[config.mk]
export PLATFORM = sky130hd
export DESIGN_NAME = distinct_window_marker_finder_top
export DESIGN_NICKNAME = d
export VERILOG_FILES = /design/src/hdl/dwmf_pkg.sv /design/src/hdl/dwmf_in_stage.sv /design/src/hdl/dwmf_detect.sv /design/src/hdl/distinct_window_marker_finder_top.sv
export SDC_FILE = /design/constraint.sdc
export NUM_CORES = 1
export LEC_CHECK = 0
export BUFFER_PORTS_ARGS = -buffer_cell sky130_fd_sc_hd__buf_2
export CORE_MARGIN = 5
export CORE_UTILIZATION = 37
export DETAILED_ROUTE_END_ITERATION = 10
export PLACE_DENSITY = 0.55
export SYNTH_ARGS = -nofsm -noshare
export SYNTH_HDL_FRONTEND = slang
export SYNTH_SLANG_ARGS = --single-unit
[constraint.sdc]
create_clock -name clk_i -period 12.7 [get_ports clk_i]
set_clock_uncertainty 0.15 [all_clocks]
set_input_delay 0.635 -clock clk_i [delete_from_list [all_inputs] [get_ports clk_i]]
set_output_delay 0.635 -clock clk_i [all_outputs]
set_load 0.01 [all_outputs]
[src/hdl/dwmf_pkg.sv]
`timescale 1ns / 1ps
// ---------------------------------------------------------------------------
// dwmf_pkg
// Shared widths, constants and types of the distinct window marker finder.
// ---------------------------------------------------------------------------
package dwmf_pkg;

  localparam int SYM_W          = 8;
  localparam int POS_W          = 32;
  localparam int WLEN_W         = 5;
  localparam int MAX_WINDOW_DEF = 16;

  localparam logic [WLEN_W-1:0] WLEN_RESET = WLEN_W'(4);
  localparam logic [POS_W-1:0]  POS_MAX    = {POS_W{1'b1}};

  typedef struct packed {
    logic             valid;
    logic [SYM_W-1:0] symbol;
    logic             eos;
  } item_t;

  typedef struct packed {
    logic             valid;
    logic             found;
    logic [POS_W-1:0] position;
  } result_t;

endpackage

[src/hdl/dwmf_in_stage.sv]
`timescale 1ns / 1ps
// ---------------------------------------------------------------------------
// dwmf_in_stage
// Input register: holds one symbol until the detector consumes it.
// ---------------------------------------------------------------------------
module dwmf_in_stage
  import dwmf_pkg::*;
(
  input  logic             clk_i,
  input  logic             rst_ni,
  input  logic             in_valid_i,
  output logic             in_ready_o,
  input  logic [SYM_W-1:0] symbol_i,
  input  logic             eos_i,
  input  logic             consume_i,
  output item_t            item_o
);

  logic             valid_q, valid_d;
  logic [SYM_W-1:0] symbol_q;
  logic             eos_q;
  logic             load;

  assign in_ready_o = !valid_q || consume_i;
  assign load       = in_valid_i && in_ready_o;

  always_comb begin
    valid_d = valid_q;
    if (load) begin
      valid_d = 1'b1;
    end else if (consume_i) begin
      valid_d = 1'b0;
    end
  end

  always_ff @(posedge clk_i or negedge rst_ni) begin
    if (!rst_ni) begin
      valid_q <= 1'b0;
    end else begin
      valid_q <= valid_d;
    end
  end

  always_ff @(posedge clk_i) begin
    if (load) begin
      symbol_q <= symbol_i;
      eos_q    <= eos_i;
    end
  end

  assign item_o = '{valid: valid_q, symbol: symbol_q, eos: eos_q};

endmodule

[src/hdl/dwmf_detect.sv]
`timescale 1ns / 1ps
// ---------------------------------------------------------------------------
// dwmf_detect
// Window shift register, saturating symbol counter, found flag and the
// parallel pairwise compare of the newest window.
// ---------------------------------------------------------------------------
module dwmf_detect
  import dwmf_pkg::*;
#(
  parameter int MAX_WINDOW = MAX_WINDOW_DEF
) (
  input  logic              clk_i,
  input  logic              rst_ni,
  input  logic [WLEN_W-1:0] wlen_i,
  input  logic              fire_i,
  input  item_t             item_i,
  output result_t           res_o
);

  localparam int LW = $clog2(MAX_WINDOW + 1);

  logic [SYM_W-1:0] win_q [MAX_WINDOW];
  logic [SYM_W-1:0] win_d [MAX_WINDOW];
  logic [POS_W-1:0] cnt_q, cnt_d, cnt_nx;
  logic             done_q, done_d;
  logic [LW-1:0]    len;
  logic             dup;
  logic             hit;
  int               len_int;

  always_comb begin
    if (wlen_i == '0) begin
      len_int = 1;
    end else if (int'(wlen_i) > MAX_WINDOW) begin
      len_int = MAX_WINDOW;
    end else begin
      len_int = int'(wlen_i);
    end
    len = LW'(len_int);
  end

  // window after shifting in the new symbol
  always_comb begin
    win_d[0] = item_i.symbol;
    for (int k = 1; k < MAX_WINDOW; k++) begin
      win_d[k] = win_q[k-1];
    end
  end

  always_comb begin
    dup = 1'b0;
    for (int i = 0; i < MAX_WINDOW; i++) begin
      for (int j = i + 1; j < MAX_WINDOW; j++) begin
        if ((j < int'(len)) && (win_d[i] == win_d[j])) begin
          dup = 1'b1;
        end
      end
    end
  end

  assign cnt_nx = (cnt_q == POS_MAX) ? cnt_q : cnt_q + POS_W'(1);
  assign hit    = !done_q && (cnt_nx >= POS_W'(len)) && !dup;

  always_comb begin
    cnt_d  = cnt_q;
    done_d = done_q;
    res_o  = '{valid: 1'b0, found: 1'b0, position: '0};
    if (fire_i) begin
      if (!done_q) begin
        cnt_d          = cnt_nx;
        res_o.valid    = hit || item_i.eos;
        res_o.found    = hit;
        res_o.position = hit ? cnt_nx : '0;
        if (hit) begin
          done_d = 1'b1;
        end
      end
      if (item_i.eos) begin
        cnt_d  = '0;
        done_d = 1'b0;
      end
    end
  end

  always_ff @(posedge clk_i or negedge rst_ni) begin
    if (!rst_ni) begin
      cnt_q  <= '0;
      done_q <= 1'b0;
    end else begin
      cnt_q  <= cnt_d;
      done_q <= done_d;
    end
  end

  // stale entries never decide a match: a match needs len symbols of this stream
  always_ff @(posedge clk_i) begin
    if (fire_i && !done_q) begin
      win_q <= win_d;
    end
  end

endmodule

[src/hdl/distinct_window_marker_finder_top.sv]
`timescale 1ns / 1ps
// ---------------------------------------------------------------------------
// distinct_window_marker_finder_top
// Finds the first point in a byte stream where the last window_length symbols
// are all different and reports its 1-based position, or not found at its end.
//
// Channel  Dir  Signals                      Content
// s_axis   in   tvalid/tready/tdata/tlast    tdata[7:0] symbol, tlast end of stream
// m_axis   out  tvalid/tready/tdata/tuser    tdata[31:0] position, tuser[0] found
// cfg      in   cfg_we_i/cfg_wdata_i         window_length, 5 bits
//
// One symbol per cycle while the output is not stalled; each result passes the
// input register and the output register. All window pairs compare combinationally.
// Reset clears the stream state; window_length resets to 4.
// A stalled result holds the detector; the input register still takes one
// symbol while the result waits.
// ---------------------------------------------------------------------------
module distinct_window_marker_finder_top
  import dwmf_pkg::*;
#(
  parameter int MAX_WINDOW = MAX_WINDOW_DEF
) (
  input  logic              clk_i,
  input  logic              rst_ni,
  input  logic              cfg_we_i,
  input  logic [WLEN_W-1:0] cfg_wdata_i,
  input  logic              s_axis_tvalid,
  output logic              s_axis_tready,
  input  logic [SYM_W-1:0]  s_axis_tdata,   // [7:0] symbol
  input  logic              s_axis_tlast,
  output logic              m_axis_tvalid,
  input  logic              m_axis_tready,
  output logic [POS_W-1:0]  m_axis_tdata,   // [31:0] position
  output logic              m_axis_tuser    // [0] found
);

  logic [WLEN_W-1:0] wlen_q;
  item_t             item;
  result_t           res;
  logic              fire;
  logic              ovalid_q, ovalid_d;
  logic              found_q;
  logic [POS_W-1:0]  pos_q;

  always_ff @(posedge clk_i or negedge rst_ni) begin
    if (!rst_ni) begin
      wlen_q <= WLEN_RESET;
    end else if (cfg_we_i) begin
      wlen_q <= cfg_wdata_i;
    end
  end

  assign fire = item.valid && (!ovalid_q || m_axis_tready);

  dwmf_in_stage u_in (
    .clk_i      (clk_i),
    .rst_ni     (rst_ni),
    .in_valid_i (s_axis_tvalid),
    .in_ready_o (s_axis_tready),
    .symbol_i   (s_axis_tdata),
    .eos_i      (s_axis_tlast),
    .consume_i  (fire),
    .item_o     (item)
  );

  dwmf_detect #(
    .MAX_WINDOW (MAX_WINDOW)
  ) u_detect (
    .clk_i  (clk_i),
    .rst_ni (rst_ni),
    .wlen_i (wlen_q),
    .fire_i (fire),
    .item_i (item),
    .res_o  (res)
  );

  always_comb begin
    ovalid_d = ovalid_q;
    if (res.valid) begin
      ovalid_d = 1'b1;
    end else if (m_axis_tready) begin
      ovalid_d = 1'b0;
    end
  end

  always_ff @(posedge clk_i or negedge rst_ni) begin
    if (!rst_ni) begin
      ovalid_q <= 1'b0;
    end else begin
      ovalid_q <= ovalid_d;
    end
  end

  always_ff @(posedge clk_i) begin
    if (res.valid) begin
      found_q <= res.found;
      pos_q   <= res.position;
    end
  end

  assign m_axis_tvalid = ovalid_q;
  assign m_axis_tdata  = pos_q;
  assign m_axis_tuser  = found_q;

endmodule

; ---- Yosys cells after proc, flatten, opt, wreduce, memory -nomap -nowiden
; Cells that the tools add are included.
[totals]
register_bits = 202
wordCells = 439
[op_classes]
bitwise = 2
eq_ne = 122
mux = 135
add_sub_neg = 1
magnitude_cmp = 17
n_reduce_logical = 138
[op_table]
columns = op, n
row1 = $eq A8 B8 Y1, 120
row2 = $mux W32, 4
row3 = $mux W1, 127
row4 = $logic_and A1 B1 Y1, 125
row5 = $mux W34, 2
row6 = $lt A4 B5 Y1 const A, 8
row7 = $add A32 B1 Y32 const B, 1
row8 = $eq A32 B32 Y1 const B, 1
row9 = $ge A32 B5 Y1, 1
row10 = $lt A3 B5 Y1 const A, 4
row11 = $lt A2 B5 Y1 const A, 2
row12 = $mux W5, 2
row13 = $gt A5 B5 Y1 const B, 1
row14 = $logic_not A5 Y1, 1
row15 = $lt A1 B5 Y1 const A, 1
row16 = $logic_not A1 Y1, 4
row17 = $reduce_bool A2 Y1, 2
row18 = $logic_or A1 B1 Y1, 3
row19 = $reduce_or A3 Y1, 1
row20 = $ne A2 B2 Y1 const B, 1
row21 = $not A1 Y1, 2
row22 = $reduce_and A2 Y1, 1
row23 = $reduce_or A2 Y1, 1

; ---- Logic depth before layout (Yosys ltp)
[logic_depth]
ltp_word = 131
depth_mapped = 17
ltp_nobuf = 14

; ---- Cells and area by module
; From an unflattened synthesis, not the netlist that was laid out.
[unflattened]
hier_cells = 2193
hier_area_um2 = 19931.6
[modules_own_cells]
columns = module, area_each_um2, cells_per_inst, n_inst, seq_area_each_um2
row1 = dwmf_detect, 18375.1, 2131, 1, 4429.2
row2 = distinct_window_marker_finder_top, 1217.4, 47, 1, 1142.3
row3 = dwmf_in_stage, 339.1, 15, 1, 295.3

; ---- Worst setup path after synthesis
; No wires, ideal clock.
[synth_path]
path_type = input-to-reg
start = in m_axis_tready
end = reg pos_q[0], in the netlist m_axis_tdata[0], enable pin
t_arrival_ps = 8438
setup_ps = 398
required_time_ps = 12152
slack_ps = 3714
stages = 10
n_path_buf = 1
path_cell_list = nand2b_1 -> nand2_1 -> nor2_1 -> nand4_1 -> nor4_1 -> and4_1 -> o2111ai_1 -> or4b_1 -> buf_4 -> o21ai_2
[synth_via]
elab_chain_cells = 3
[synth_rtl]
columns = element, line_no
row1 = "start, declared", distinct_window_marker_finder_top.sv:32  ; input logic m_axis_tready,
row2 = $logic_or A1 B1 Y1, distinct_window_marker_finder_top.sv:53  ; assign fire = item.valid && (!ovalid_q || m_axis_tready);
row3 = $logic_and A1 B1 Y1, distinct_window_marker_finder_top.sv:53
row4 = $mux W34, dwmf_detect.sv:68  ; if (fire_i) begin
row5 = "end signal, assigned", distinct_window_marker_finder_top.sv:97  ; pos_q <= res.position;
row6 = "end, declared", distinct_window_marker_finder_top.sv:43  ; logic [POS_W-1:0] pos_q;
; Every way passes these cells.
; A chain may end at the register's enable or synchronous reset.

; ---- Worst setup path after layout
[layout_path]
start = reg u_detect.cnt_q[0]
end = reg pos_q[2], in the netlist m_axis_tdata[2], enable pin
[layout_via]
elab_chain_cells = 8
elab_cells_between_ends = 9
cone_classes = 1 x add/sub / 1 x order compare / 1 x eq/ne / 3 x mux / 3 x reduce/logical
[layout_rtl]
columns = element, line_no
row1 = "start, declared", dwmf_detect.sv:24  ; logic [POS_W-1:0] cnt_q, cnt_d, cnt_nx;
row2 = "start signal, assigned", dwmf_detect.sv:90  ; cnt_q <= cnt_d;
row3 = $add A32 B1 Y32 / $eq A32 B32 Y1 (equally long branches), dwmf_detect.sv:61  ; assign cnt_nx = (cnt_q == POS_MAX) ? cnt_q : cnt_q + POS_W'(1);
row4 = $mux W32 *, dwmf_detect.sv:61
row5 = named net u_detect.cnt_nx[1], dwmf_detect.sv:24
row6 = $ge A32 B5 Y1 *, dwmf_detect.sv:62  ; assign hit = !done_q && (cnt_nx >= POS_W'(len)) && !dup;
row7 = $logic_and A1 B1 Y1 * (2 in a row), dwmf_detect.sv:62
row8 = $logic_or A1 B1 Y1 *, dwmf_detect.sv:71  ; res_o.valid = hit || item_i.eos;
row9 = $mux W34 *, dwmf_detect.sv:69  ; if (!done_q) begin
row10 = $mux W34 *, dwmf_detect.sv:68
; Mark *: on every way through the listed nets, which the timed path passes. The rest lies on a longest branch.

==> metrics.cfg <==
[synth]
synth_common_cells = xor2_1, xnor2_1, edfxtp_1
synth_area_leaders = edfxtp_1, xor2_1, xnor2_1
synth.distinct_cells = 69
async_reset_ff_share_pct = 19.8
yosys_warnings = 0
synth_seq_area_share_pct = 28.5
synth_flop_cell = edfxtp_1
synth_edf_count = 162
syn_inst = 2172
synth.cell_area_sq_um = 20600
yosysTopAreaCellShare_pct = 23.6
postSynthAreaPerCell_sq_um = 9.49
synth_largest_area_cell = edfxtp_1
yosysMostFrequentCell = xor2_1
synth_fp_nets = 2197
ys_ff_latch = 202

[route]
vias_per_cell = 5.77
drcViolationCount = 0
via_count = 16200
wl_per_cell_um = 25.8
dr.pass1.iters = 6
antenna_left = 0
wl_um = 72600
drtIter0Drc = 1870

[sta]
slew_viol_final = 0
slew_headroom_pct = 12.7
period_needed_ns = 5.33
setup_violations = 0
setup_ws_ns = 7.37
finalHoldViolations = 0
hold_ws_ns = 0.0806
fin_crit_sh_pct = 42.0
rsz0062_at_grt = no
tns_ns = 0
fmax_ghz = 0.187
tightest_slew_ns = 1.31

[cells_and_area]
final_cells = 2811
n_fill_cell = 5458
layout-drive-gt1-share_pct = 11.9
multiInputGateArea_sq_um = 12900
fin_area_sq_um = 21500
num_antenna_cells = 0
regArea_sq_um = 5870
area_growth_pct = 4.26
final_nets = 2071

[setup_path]
startpoint_type = flip-flop
reg2regPathDepth = 14
critPathMaxFanout = 33
timing.rr.end = m_axis_tdata[2]$_SDFFCE_PP0P_
crit_cells = 14
worstPathArrival_ns = 5.37
crit_type = reg2reg
cpPeakStageDelay_ns = 0.87
regToRegSetupSlack_ns = 7.37
cp-endpoint = m_axis_tdata[2]$_SDFFCE_PP0P_
cp_cell_sequence = ha_1 -> nand3_1 -> nor3_2 -> and3_1 -> mux2i_1 -> inv_1 -> ha_1 -> a21o_1 -> a21o_1 -> a21oi_1 -> o2111ai_1 -> nor4b_2 -> and3_2 -> o21ai_4
cp-startpoint = u_detect.cnt_q[0]$_DFFE_PN0P_
critPathSlowestCell = and3_2
cp.required_ns = 12.73
worstPathBufferInverterCount = 1
cp-end-kind = flip-flop
cp_top_family = simple AND/OR/NAND/NOR gates
rr_startpoint = u_detect.cnt_q[0]$_DFFE_PN0P_

[cts]
cts_tree = yes
numCtsBuffers = 25
clock_sinks = 202
clk_latency_ns = 0.58
cts_hold_buf = 0
cts_buffer_depth = 3
clk_pin_slew_ns = 0.06
cts-resized-gates = 0
cts_root_buffer = clkbuf_16
htreeDepth = 1
cts_setup_buffers = 0

[run_status]
outcome = completed

[placed_design]
place.gp.congestion = 0.952
place_ws_ns = 7.36
dp_hpwl_um = 45700
place_area_sq_um = 20700
io_buffer_count = 53
post-place-cells = 2767

[die]
die_h_um = 246
start_util_pct = 37.4
fp-row-count = 86
io_pins = 54
die_area_sq_um = 60600
die_w_um = 246
coreArea_sq_um = 55200

[run]
max_cap_violations = 0

[min_path]
hold_path.class = in2async

[pwr]
leakagePower_nw = 7.21
power.share.switching_pct = 48.2
irDropWorstVdd_mv = 0.144
internal_power_mw = 2.49
power_frac_clock_pct = 15.7
share_comb_of_total_power_pct = 52.2
power.net_switching_mw = 2.32
p_per_area_nw_per_um2 = 224
seqPwrFrac_pct = 32.1

[global_route]
use_met2_pct = 36.4
use_met1_pct = 31.8
use_met3_pct = 4.40
grt_usage_pct = 23.2
grt_pass1_wl_um = 108000
antenna_found_initial = 0
grt_pass1_vias = 16100
grt_overflow_total = 0
grt_max_degree = 65
busiest_layer = met2

==> flip-flops by register name (all words and copies together) (netlist names) <==
signal and count:
m_axis_tdata 32, m_axis_tuser 1, u_detect.cnt_q 32, u_in.eos_q 1, u_detect.win_d 120, wlen_q 5, u_in.valid_q 1, m_axis_tvalid 1
u_in.symbol_q 8, u_detect.done_q 1
==> placed cells by master (no fill, tap or decap), types with 21 or more instances in the layout <==
master,synthesis,layout
xor2_1,515,515
xnor2_1,472,472
edfxtp_1,162,162
nor4_1,132,132
nand4_1,128,128
buf_4,110,82
nand2_1,72,72
o21ai_0,61,61
nor2_1,58,57
buf_2,152,53
a21oi_1,40,40
dfrtp_1,39,39
nor3_2,29,30
clkbuf_16,0,25
nand3_1,21,21
nor3_1,22,21
==> per-stage QoR <==
| step | total power, mW | util, % |
|---|---|---|
| 2_1_floorplan | 3.45 | - |
| 3_3_place_gp | 3.92 | 37.4 |
| 3_5_place_dp | 4.01 | 37.4 |
| 4_1_cts | 4.78 | 38.9 |
| 5_1_grt | 5.05 | 38.9 |
| 6_report | 4.81 | 38.9 |
==> logic make-up after synthesis <==
family                     count (synthesis)  share of synthesized area, %
AOI/OAI and AO/OA                        157                          4.70
xor gates and xnor gates                 990                          42.2
adders and majority gates                  6                         0.364
buffers and inverters                    297                          8.94
DFF                                      202                          28.5
muxes                                      6                         0.316
and+or+nand+nor                          514                          15.1
==> how the worst min path moves through the flow <==
stage	from	end	slack (ns)	cells after the start
3_3_place_gp	u_detect.win_d[84]$_DFFE_PP_	u_detect.win_d[76]$_DFFE_PP_	0.29	0
2_1_floorplan	rst_ni	m_axis_tvalid$_DFFE_PN0P_	0.19	0
4_1_cts	s_axis_tdata[2]	u_in.symbol_q[2]$_DFFE_PP_	0.06	1
5_1_grt	s_axis_tdata[2]	u_in.symbol_q[2]$_DFFE_PP_	0.06	1
6_report	rst_ni	u_detect.cnt_q[12]$_DFFE_PN0P_	0.08	1
3_5_place_dp	u_detect.win_d[84]$_DFFE_PP_	u_detect.win_d[76]$_DFFE_PP_	0.30	0
==> layout make-up <==
class	count	area share [%]
clock buffer	29	3.03
sequential	202	27.3
multi-input combinational	1673	60.2
clock inverter	15	0.914
inverter	9	0.157
timing repair buffer	135	4.10
tap	748	4.35
==> power by group through the flow <==
| stage | combinational (mW) | clock (mW) | sequential (mW) |
|---|---|---|---|
| 6_report | 2.51 | 0.755 | 1.54 |
| 3_5_place_dp | 2.48 | 0 | 1.53 |
| 2_1_floorplan | 2.39 | 0 | 1.06 |
| 4_1_cts | 2.49 | 0.771 | 1.52 |
| 3_3_place_gp | 2.40 | 0 | 1.52 |
| 5_1_grt | 2.70 | 0.800 | 1.55 |
==> metal layers <==
| layer | wire length [um] | share of wire, % |
|---|---|---|
| met2 | 32500 | 45 |
| met1 | 30600 | 42 |
| met4 | 2970 | 4.1 |
| met5 | 0 | 0 |
| met3 | 6550 | 9.0 |
Power figures use the tool's default switching activity.
